### src/rtl/core/cmap4_pkg.sv
// cmap4_pkg: shared types and constants for the cmap format 4 glyph lookup
// used by the controller, the datapath and the top level; no dependencies

package cmap4_pkg;

  localparam int MAX_SEGMENTS = 256;
  localparam int SEG_AW       = $clog2(MAX_SEGMENTS);
  localparam int CNT_W        = 9;
  localparam int GLYPH_WORDS  = 4096;
  localparam int GLYPH_AW     = $clog2(GLYPH_WORDS);
  localparam int IDX_W        = 18;
  localparam int CODE_W       = 21;

  localparam logic [1:0] KIND_LOAD_SEG  = 2'd0;
  localparam logic [1:0] KIND_LOAD_WORD = 2'd1;
  localparam logic [1:0] KIND_LOOKUP    = 2'd2;

  typedef enum logic [2:0] {
    S_IDLE,
    S_SCAN,
    S_CALC,
    S_FETCH,
    S_WAIT,
    S_DONE
  } state_t;

  typedef struct packed {
    logic [15:0] lo;
    logic [15:0] hi;
    logic [15:0] delta;
    logic [15:0] range;
  } seg_entry_t;

  typedef struct packed {
    logic load_en;
    logic lookup_start;
    logic scan_en;
    logic calc_en;
    logic fetch_en;
    logic res_nomatch;
    logic res_delta;
    logic res_err;
    logic res_glyph;
  } dp_cmd_t;

  typedef struct packed {
    logic hit;
    logic miss;
    logic r_zero;
    logic idx_bad;
  } dp_stat_t;

endpackage

### src/rtl/core/cmap4_ctrl.sv
// cmap4_ctrl: sequencer for load and lookup transactions
// depends on cmap4_pkg; drives the datapath through dp_cmd_t, reads dp_stat_t

module cmap4_ctrl (
  input  logic               clk,
  input  logic               rst,
  input  logic               start,
  input  logic [1:0]         kind,
  input  cmap4_pkg::dp_stat_t stat,
  output cmap4_pkg::dp_cmd_t  cmd,
  output logic               busy,
  output logic               done
);
  import cmap4_pkg::*;

  state_t state, state_next;

  always_ff @(posedge clk) begin
    if (rst) begin
      state <= S_IDLE;
    end else begin
      state <= state_next;
    end
  end

  always_comb begin
    state_next = state;
    cmd        = '0;
    busy       = 1'b1;
    done       = 1'b0;
    case (state)
      S_IDLE: begin
        busy = 1'b0;
        if (start) begin
          cmd.load_en = 1'b1;
          if (kind == KIND_LOOKUP) begin
            cmd.lookup_start = 1'b1;
            state_next       = S_SCAN;
          end
        end
      end
      S_SCAN: begin
        cmd.scan_en = 1'b1;
        // a hit on the last segment wins over the end of the scan
        if (stat.hit) begin
          state_next = S_CALC;
        end else if (stat.miss) begin
          cmd.res_nomatch = 1'b1;
          state_next      = S_DONE;
        end
      end
      S_CALC: begin
        cmd.calc_en = 1'b1;
        if (stat.r_zero) begin
          cmd.res_delta = 1'b1;
          state_next    = S_DONE;
        end else begin
          state_next = S_FETCH;
        end
      end
      S_FETCH: begin
        if (stat.idx_bad) begin
          cmd.res_err = 1'b1;
          state_next  = S_DONE;
        end else begin
          cmd.fetch_en = 1'b1;
          state_next   = S_WAIT;
        end
      end
      S_WAIT: begin
        cmd.res_glyph = 1'b1;
        state_next    = S_DONE;
      end
      S_DONE: begin
        done       = 1'b1;
        state_next = S_IDLE;
      end
      default: begin
        state_next = S_IDLE;
      end
    endcase
  end

endmodule

### config.mk
export PLATFORM = sky130hd
export DESIGN_NAME = cmap4_ctrl
export DESIGN_NICKNAME = d
export VERILOG_FILES = /design/src/rtl/core/cmap4_pkg.sv /design/src/rtl/core/cmap4_ctrl.sv
export SDC_FILE = /design/constraint.sdc
export NUM_CORES = 1
export LEC_CHECK = 0
export BUFFER_PORTS_ARGS = -buffer_cell sky130_fd_sc_hd__buf_4
export CORE_AREA = 4 4 41 43
export CTS_CLUSTER_DIAMETER = 150
export CTS_CLUSTER_SIZE = 12
export DETAILED_ROUTE_END_ITERATION = 8
export DIE_AREA = 0 0 45 47
export GPL_TIMING_DRIVEN = 0
export HOLD_SLACK_MARGIN = 0.15
export PLACE_DENSITY_LB_ADDON = 0.25
export SYNTH_ARGS = -nofsm -noshare
export SYNTH_HDL_FRONTEND = slang
export SYNTH_SLANG_ARGS = --single-unit
### constraint.sdc
create_clock -name clk -period 1.25 [get_ports clk]
set_clock_uncertainty 0.15 [all_clocks]
set_input_delay 0.125 -clock clk [delete_from_list [all_inputs] [get_ports clk]]
set_output_delay 0.125 -clock clk [all_outputs]
set_load 0.03 [all_outputs]
==> summary.md, run 1 <==
| Metric | Value |
|---|---|
| Post-synth EDFFs | 0 |
| Buffers on Ports | 19 |
| Register bit total from synthesis | 3 |
| Post-DP HPWL | 573 microns |
| Largest register FFs | 3 |
| Most area-hungry cell type in the Yosys netlist | dfxtp_1 |
| Final setup viols | 13 |
| Register Area | 65.1 sq um |
| Area of the die | 2120 sq um |
| Worst-Margin Slew | 0.243 ns |
| CTS Buf Count | 3 |
| Worst path cell trace | buf_6, nor3b_4, and2_4, buf_6 |
| Syn nets | 42 |
| Top FF cell, synth | dfxtp_1 |
| Worst skew pair latency | 0.23 ns |
| Min Tclk post-route | 1.48 ns |
| Area of the multi-input gates | 256 sq um |
| Largest net degree at the start of global routing | 10 |
| Worst setup path class | register to output port |
| Cell Area, Synth | 278 sq um |
| Antenna Cells | 0 |
| Synth async-reset ratio | 0% |
| Uppermost routed layer | met4 |
| Sinks on Clock Net | 3 |
| Hold slack | 0.181 ns |
| Synth Warn # | 0 |
| CTS tree | done |
| Layout net count | 76 |
| Failing checks | setup timing |
| Vias per Instance | 4.28 |
| Number of H-tree levels | 1 |
| Setup TNS Final | -1.99 ns |
| Syn Area/Cell | 8.42 sq um |
| Setup crit start kind | register |
| Max incr delay on CP | 0.33 ns |
| Biggest regs | state x3 |
| Crit path DAT | 1.21 ns |
| Met2 WL post-DR | 448 microns |
| Initial DRT Pass Iterations | 2 |
| Routed via count | 347 |
| WL met1 | 322 microns |
| Mapped Cells | 33 |
| Routed wire length | 847 microns |
| Core area | 1300 sq um |
| Crit path max-delay cell type | dfxtp_2 |
| Family with the most delay on the worst path | simple AND/OR/NAND/NOR gates |
| Yosys cell types | 24 |
| WL met3 | 59 microns |
| Top post-synthesis cells by area | dfxtp_1 22%, nor3b_4 6.8%, a21boi_1 5.4% |
| Power, Total | 673 uW |
| Leakage power total | 0.000324 uW |
| Final setup margin | -0.233 ns |
| DRC Markers | 0 |
| Starting Density | 21.3% |
| Pwr dens | 1010 nW/um^2 |
| CP max FO | 7 |
| Hold WC Path Type | primary input to register |
| GR Util All Layers | 9.32% |
| Top-area cell type share of the netlist area | 21.6% |
| I/O pins | 20 |
| Worst-path clk slew | 0.04 ns |
| Place WS | -0.0366 ns |
| Layout cell share with drive strength beyond 1 | 77.3% |
| Fmax | 0.674 GHz |
| Row count | 13 |
| Post-Route Utilization | 51.3% |
| Initial drt markers | 4 |
| Final hold violations | 0 |
| Syn-to-layout area delta | 141% |
| Rel. slew slack | 83.8% |
| CTS max path bufs | 2 |
| Initial antenna violation count | 0 |
| Max_cap viols | 0 |
| Routed WL per cell | 10.5 microns |
| Peak VDD IR | 0.000504 V |
| RSZ-0062 raised after global routing | true |
| Top cell by count, worst path | buf_6 |
| Number of global-route vias before repair | 361 |
| Max Slew Vio Count | 0 |
| Critical Path RT | 0.98 ns |
| GP Congestion | 0.665 |
| Crit end category | output port |
| Largest register by flop count | state |
| Worst Path Buf+Inv | 2 |
| Die Wd | 45 microns |
| ANT nets after route | 0 |
| Post-synth top cells | 3 x dfxtp_1, 3 x nor2_1 |
| First-pass GRT wire length | 1.40 mm |
| Status | complete, but fails checks |
| Root buffer cell | clkbuf_4 |
| Die Height | 47 microns |
| Sequential cell area fraction in the yosys report | 21.6% |
| Fill cells | 129 |
| Grt total ovfl | 0 |
| Period utilization | 119% |
## per-stage QoR
| step | instances | cell area [sq um] |
|---|---|---|
| 2_1_floorplan | 33 | 304 |
| 3_3_place_gp | 67 | 465 |
| 3_5_place_dp | 67 | 465 |
| 4_1_cts | 81 | 628 |
| 5_1_grt | 81 | 668 |
| 6_report | 81 | 668 |
## where the power goes
group	switching, uW	internal (uW)	total [uW]
Sequential	19.7	111	130
Clock	51.1	120	171
Combinational	176	196	371
## logic make-up (layout without fill, tap and decap cells)
kind of cell    Yosys count  after routing  synth area share [%]
flops                     3              3                  21.6
compound gates            6              6                  15.3
simple gates             20             20                  53.6
buf+inv                   4             37                  9.46
## what timing repair did
item                       CTS  global route
buffers inserted             7             0
hold buffers                 3             1
setup endpoints to repair   11            13
hold endpoints to repair     3             2
pin swaps                    2             4
resized for setup           15            10
## placed cells by master, fill, tap and decap left out, drive strengths merged, types with 2 or more instances in the layout
cell          netlist  layout
a21boi              2       2
and2                2       2
and3                2       2
and3b               2       2
buf                 2      28
clkbuf              0       4
dfxtp               3       3
dlymetal6s4s        0       2
inv                 2       2
nand3b              2       2
nor2                4       4
nor3b               3       3
## metal layers
metal  up-vias  global-route usage, %
met2        11                   15.3
li1        179                      -
met3         2                   1.92
met5         -                      0
met1       155                   10.0
met4         0                   8.77
## final timing paths
path	from	to	slack, ns	cells past startpoint
min reg2reg	state[0]$_SDFFE_PP0P_	state[0]$_SDFFE_PP0P_	0.36	1
min	stat[0]	state[0]$_SDFFE_PP0P_	0.18	4
max reg2reg	state[1]$_SDFFE_PP0P_	state[2]$_SDFFE_PP0P_	-0.09	4
max	state[1]$_SDFFE_PP0P_	cmd[2]	-0.23	4
## worst reg2reg max path, delay by kind of cell (launching register included)
family                 cells  cell delay (ns)
DFF                        1             0.32
and+or+nand+nor            1             0.17
buffers and inverters      2             0.27
AOI/OAI and AO/OA          1             0.32
## cell type report
cell class / instances / area share [%]
Sequential cell: 3 / 9.74
Timing Repair Buffer: 29 / 40.6
Multi-Input combinational cell: 26 / 38.4
Tap cell: 15 / 2.81
Clock buffer: 4 / 3.93
Inverter: 2 / 1.12
Buffer: 2 / 3.37
No activity file was read; power rests on OpenSTA's default activity.
==> inputs of run 2 (changes only) <==
--- a/config.mk
+++ b/config.mk
@@ -6,11 +6,13 @@
 export NUM_CORES = 1
 export LEC_CHECK = 0
 export BUFFER_PORTS_ARGS = -buffer_cell sky130_fd_sc_hd__buf_4
-export CORE_AREA = 4 4 41 43
+export CELL_PAD_IN_SITES_DETAIL_PLACEMENT = 0
+export CELL_PAD_IN_SITES_GLOBAL_PLACEMENT = 2
+export CORE_MARGIN = 4
+export CORE_UTILIZATION = 18
 export CTS_CLUSTER_DIAMETER = 150
 export CTS_CLUSTER_SIZE = 12
 export DETAILED_ROUTE_END_ITERATION = 8
-export DIE_AREA = 0 0 45 47
 export GPL_TIMING_DRIVEN = 0
 export HOLD_SLACK_MARGIN = 0.15
 export PLACE_DENSITY_LB_ADDON = 0.25
==> run 2 against run 1 <==
The flow still finishes with violations (setup timing); total power grew 2.9%; clock power shrank 3%; clock-buffer cell count is the same; largest cell class unchanged.
==> summary.md, run 2 (synthesis results as in run 1) <==
| Metric | Value |
|---|---|
| Status | complete, but fails checks |
| Failing checks | setup timing |
| Syn-to-layout area delta | 149% |
| Largest register by flop count | state |
| Routed wire length | 1.03 mm (+21%) |
| Leakage power total | 0.000330 uW (+1.8%) |
| Largest net degree at the start of global routing | 11 (+1) |
| Hold Path Depth | 4 (unchanged) |
| Final setup margin | -0.215 ns (+0.0180 ns) |
| Max_cap viols | 0 (unchanged) |
| CTS tree | done |
| Post-route cell area | 691 sq um (+3.4%) |
| Vias per Instance | 4.49 (+4.9%) |
| Min Tclk post-route | 1.47 ns (-0.0180 ns) |
| Commonest non-fill, non-tap cells in the layout | 16 x buf_4, 13 x buf_6, 3 x clkbuf_4 |
| Worst skew pair latency | 0.23 ns (about the same) |
| CTS max path bufs | 2 (unchanged) |
| Antenna Cells | 0 (unchanged) |
| Initial drt markers | 2 (-2) |
| Die Wd | 47.3 microns (+5.1%) |
| Pwr dens | 1000 nW/um^2 (-0.45%) |
| Area of the die | 2240 sq um (+5.7%) |
| Root buffer cell | clkbuf_4 |
| Die Height | 47.3 microns (+0.60%) |
| Fmax | 0.682 GHz (+1.2%) |
| RSZ-0062 raised after global routing | true |
| Biggest regs | state x3 |
| Core area | 1380 sq um (+6.3%) |
| Hold WC Path Type | primary input to register |
| Grt total ovfl | 0 (unchanged) |
| Initial antenna violation count | 0 (unchanged) |
| Starting Density | 20.1% (-1.3 points) |
| I/O pins | 20 (unchanged) |
| Row count | 13 (unchanged) |
| Number of H-tree levels | 1 (unchanged) |
| Worst-Margin Slew | 0.184 ns (-0.0595 ns) |
| Layout net count | 78 (+2.6%) |
| GP Congestion | 0.694 (+4.4%) |
| Peak VDD IR | 0.000554 V (+10%) |
| Setup crit start kind | register |
| Routed WL per cell | 12.4 microns (+18%) |
| Final hold violations | 0 (unchanged) |
| ANT nets after route | 0 (unchanged) |
| Period utilization | 117% (-1.4 points) |
| Worst r2r path cells | 4 (unchanged) |
| Post-DP HPWL | 614 microns (+7.1%) |
| Crit end category | output port |
| DRC Markers | 0 (unchanged) |
| Final setup viols | 13 (unchanged) |
| Most common cell after layout, fill and taps aside | buf_4 |
| Crit path DAT | 1.19 ns (-0.02 ns) |
| Sinks on Clock Net | 3 (unchanged) |
| Max Slew Vio Count | 0 (unchanged) |
| Worst-path clk slew | 0.04 ns (about the same) |
| CP max FO | 5 (-2) |
| Fill cells | 142 (+10%) |
| Routed via count | 373 (+7.5%) |
| Rel. slew slack | 87.7% (+3.9 points) |
| Layout cell share with drive strength beyond 1 | 79.4% (+2.1 points) |
| Number of global-route vias before repair | 380 (+5.3%) |
| Critical Path RT | 0.98 ns (about the same) |
| Buffers on Ports | 19 (unchanged) |
| DP Area | 465 sq um (unchanged) |
| First-pass GRT wire length | 1.56 mm (+11%) |
| Worst setup path class | register to output port |
| Setup TNS Final | -1.92 ns (+0.0682 ns) |
| Initial DRT Pass Iterations | 2 (unchanged) |
| Largest register FFs | 3 (unchanged) |
| GR Util All Layers | 10.4% (+1.1 points) |
| CTS Buf Count | 3 (unchanged) |
[run 2: worst paths after layout]
kind                                         endpoint  slack [ns]                   from
worst max register to register  state[2]$_SDFFE_PP0P_       -0.08  state[1]$_SDFFE_PP0P_
worst min register to register  state[0]$_SDFFE_PP0P_        0.51  state[0]$_SDFFE_PP0P_
worst max-delay path                           cmd[3]       -0.22  state[1]$_SDFFE_PP0P_
worst min-delay path            state[2]$_SDFFE_PP0P_        0.15                stat[2]
[run 2: worst max-delay path: stages (launching register included)]
cell	delay, ns
dfxtp_2	0.32
buf_6	0.13
nor3b_4	0.19
and3b_2	0.20
buf_6	0.12
[run 2: through the flow]
stage | utilization, % | total power, uW | hold slack [ns] | instances | setup slack (ns)
floorplan | - | 308 | 0.0345 | 33 | -0.206
global placement | 33.7 | 395 | 0.138 | 67 | -0.0287
detailed placement | 33.7 | 399 | 0.140 | 67 | -0.0358
CTS | 45.7 | 657 | 0.148 | 80 | -0.227
global route | 50.0 | 745 | 0.168 | 83 | -0.276
finish | 50.0 | 692 | 0.153 | 83 | -0.215
[run 2: timing repair]
item / in CTS / in global routing
setup buffers: 6 / 3
resized for setup: 19 / 8
pin swaps: 3 / 5
endpoints found under the hold margin: 3 / 2
endpoints found under the setup margin: 11 / 13
hold buffers: 3 / 1
[run 2: per-layer routing]
layer	vias to the layer above	global-route usage [%]	wire, microns
met5	-	0	0
met4	0	6.63	0
met3	0	4.60	90
met2	15	16.8	557
met1	174	10.8	379
li1	184	-	-
[run 2: layout make-up]
cell class	instances	area (sq um)	share of cell area (%)
Buffer	2	22.5	3.26
Sequential cell	3	65.1	9.42
Timing Repair Buffer	31	282	40.8
Multi-Input combinational cell	26	269	38.9
Tap cell	15	18.8	2.72
Inverter	2	7.51	1.09
Clock buffer	4	26.3	3.80
[run 2: report_power, final]
group / internal, uW / switching, uW
Sequential: 110 / 17.2
Clock: 119 / 46.9
Combinational: 208 / 190
Total: 438 / 254
==> inputs of run 3 (changes only) <==
--- a/config.mk
+++ b/config.mk
@@ -9,7 +9,8 @@
 export CELL_PAD_IN_SITES_DETAIL_PLACEMENT = 0
 export CELL_PAD_IN_SITES_GLOBAL_PLACEMENT = 2
 export CORE_MARGIN = 4
-export CORE_UTILIZATION = 18
+export CORE_UTILIZATION = 20
+export CTS_BUF_LIST = sky130_fd_sc_hd__clkbuf_2 sky130_fd_sc_hd__clkbuf_4 sky130_fd_sc_hd__clkbuf_8
 export CTS_CLUSTER_DIAMETER = 150
 export CTS_CLUSTER_SIZE = 12
 export DETAILED_ROUTE_END_ITERATION = 8
==> run 3 against run 2 <==
The run still ends with setup timing left; register-to-register slack better by 0.06 ns; design area down 3.6%; clock-buffer cell count unchanged; die area shrank 8.3%; largest cell class unchanged.
==> summary.md, run 3 (synthesis results as in run 1) <==
| Metric | Value |
|---|---|
| Worst-Margin Slew | 0.206 ns (+0.0224 ns) |
| Hold Startpoint | stat[0] |
| Leakage power total | 0.000339 uW (+2.6%) |
| Final std cells w/o fill | 83 (unchanged) |
| Setup crit start kind | register |
| Setup TNS Final | -2.18 ns (-0.260 ns) |
| Hold WC Path Type | primary input to register |
| ANT nets after route | 0 (unchanged) |
| Post-DP HPWL | 638 microns (+3.9%) |
| Starting Density | 21.3% (+1.3 points) |
| Root buffer cell | clkbuf_4 |
| Rel. slew slack | 86.3% (-1.5 points) |
| Crit path DAT | 1.22 ns (+0.03 ns) |
| Pwr dens | 1060 nW/um^2 (+5.6%) |
| Routed wire length | 952 microns (-7.2%) |
| Layout net count | 78 (unchanged) |
| Flop2flop setup slack | -0.02 ns (+0.06 ns) |
| Antenna Cells | 0 (unchanged) |
| CTS tree | done |
| Number of global-route vias before repair | 410 (+7.9%) |
| Final setup margin | -0.245 ns (-0.0293 ns) |
| Routed via count | 376 (+0.80%) |
| Post-Route Utilization | 51.2% (+1.2 points) |
| Post-route cell area | 666 sq um (-3.6%) |
| Die Wd | 45.3 microns (-4.3%) |
| Number of H-tree levels | 1 (unchanged) |
| Peak VDD IR | 0.000723 V (+30%) |
| RR Startpoint | state[1]$_SDFFE_PP0P_ |
| Initial drt markers | 4 (+2) |
| Placed Cells | 67 (unchanged) |
| Initial DRT Pass Iterations | 3 (+1) |
| Largest register by flop count | state |
| Hold slack | 0.164 ns (+0.0114 ns) |
| Final setup viols | 14 (+1) |
| CTS max path bufs | 2 (unchanged) |
| Endpoint, Worst Hold | state[0]$_SDFFE_PP0P_ |
| Initial antenna violation count | 0 (unchanged) |
| Largest register FFs | 3 (unchanged) |
| CP max FO | 5 (unchanged) |
| Crit end category | output port |
| Vias per Instance | 4.53 (+0.80%) |
| Worst r2r dst | state[2]$_SDFFE_PP0P_ |
| Status | complete, but fails checks |
| Largest net degree at the start of global routing | 10 (-1) |
| GR Util All Layers | 11.7% (+1.3 points) |
| Grt total ovfl | 0 (unchanged) |
| GP Congestion | 0.718 (+3.4%) |
| Sinks on Clock Net | 3 (unchanged) |
| Layout cell share with drive strength beyond 1 | 70.6% (-8.8 points) |
| Worst-path clk slew | 0.04 ns (about the same) |
| DP Area | 465 sq um (unchanged) |
| Biggest regs | state x3 |
| Final hold violations | 0 (unchanged) |
| CTS Buf Count | 3 (unchanged) |
| Min Tclk post-route | 1.49 ns (+0.0293 ns) |
| Die Height | 45.3 microns (-4.3%) |
| Core area | 1300 sq um (-5.9%) |
| Commonest non-fill, non-tap cells in the layout | 15 x buf_4, 14 x buf_6, 4 x clkbuf_4 |
| I/O pins | 20 (unchanged) |
| Worst r2r path cells | 4 (unchanged) |
| Max_cap viols | 0 (unchanged) |
| Max Slew Vio Count | 0 (unchanged) |
| Critical Path RT | 0.98 ns (about the same) |
| Most common cell after layout, fill and taps aside | buf_4 |
| Syn-to-layout area delta | 140% |
| Period utilization | 120% (+2.3 points) |
| Area of the die | 2050 sq um (-8.3%) |
| Hold Path Depth | 4 (unchanged) |
| Fill cells | 130 (-8.5%) |
| First-pass GRT wire length | 1.69 mm (+8.4%) |
| Failing checks | setup timing |
| Fmax | 0.669 GHz (-2.0%) |
| RSZ-0062 raised after global routing | true |
| Routed WL per cell | 11.5 microns (-7.2%) |
| Row count | 13 (unchanged) |
| DRC Markers | 0 (unchanged) |
| Worst skew pair latency | 0.25 ns (+0.02 ns) |
| Worst setup path class | register to output port |
| Buffers on Ports | 19 (unchanged) |
## run 3: metrics by stage
stage / power [uW] / worst slack [ns]
detailed placement: 397 / -0.0467
finish: 704 / -0.245
global placement: 395 / -0.0302
CTS: 694 / -0.242
floorplan: 308 / -0.206
global route: 758 / -0.302
## run 3: critical path, cell delays in order (launching register included)
cell and delay, ns:
dfxtp_2 0.33, buf_6 0.13, nor3b_4 0.21, and2_4 0.17, buf_6 0.12
## run 3: how the worst max path moves through the flow
stage | from | cells after the start | slack (ns) | end
finish | state[1]$_SDFFE_PP0P_ | 4 | -0.24 | cmd[2]
global route | state[2]$_SDFFE_PP0P_ | 5 | -0.30 | cmd[7]
CTS | state[1]$_SDFFE_PP0P_ | 5 | -0.24 | cmd[7]
detailed placement | state[0]$_SDFFE_PP0P_ | 3 | -0.05 | cmd[3]
global placement | state[0]$_SDFFE_PP0P_ | 3 | -0.03 | cmd[3]
floorplan | state[1]$_SDFFE_PP0P_ | 3 | -0.21 | cmd[3]
## run 3: timing repair
item	in CTS	in global routing
hold buffers	4	0
hold endpoints to repair	3	0
resized for setup	14	6
pin swaps	4	1
setup buffers	7	1
endpoints found under the setup margin	11	14
## run 3: final cells by class
type	instances	area, sq um	share of cell area, %
inverters	2	7.51	1.13
repair buffers	31	293	44.0
clock buffers	4	30.0	4.51
flip-flops and latches	3	65.1	9.77
multi-input cells	26	229	34.4
plain buffers	2	22.5	3.38
well taps	15	18.8	2.82
## run 3: where the power goes
| group | internal, uW | switching (uW) | total, uW |
|---|---|---|---|
| clock network | 142 | 63.3 | 205 |
| logic | 197 | 173 | 370 |
| registers | 110 | 18.5 | 129 |
## run 3: layer usage
metal  up-vias  wire length (microns)  GRT usage (%)
met1       166                    374           13.5
met3         2                    116           6.77
met5         -                      0              0
li1        187                      -              -
met2        21                    453           18.1
met4         0                      8           3.51
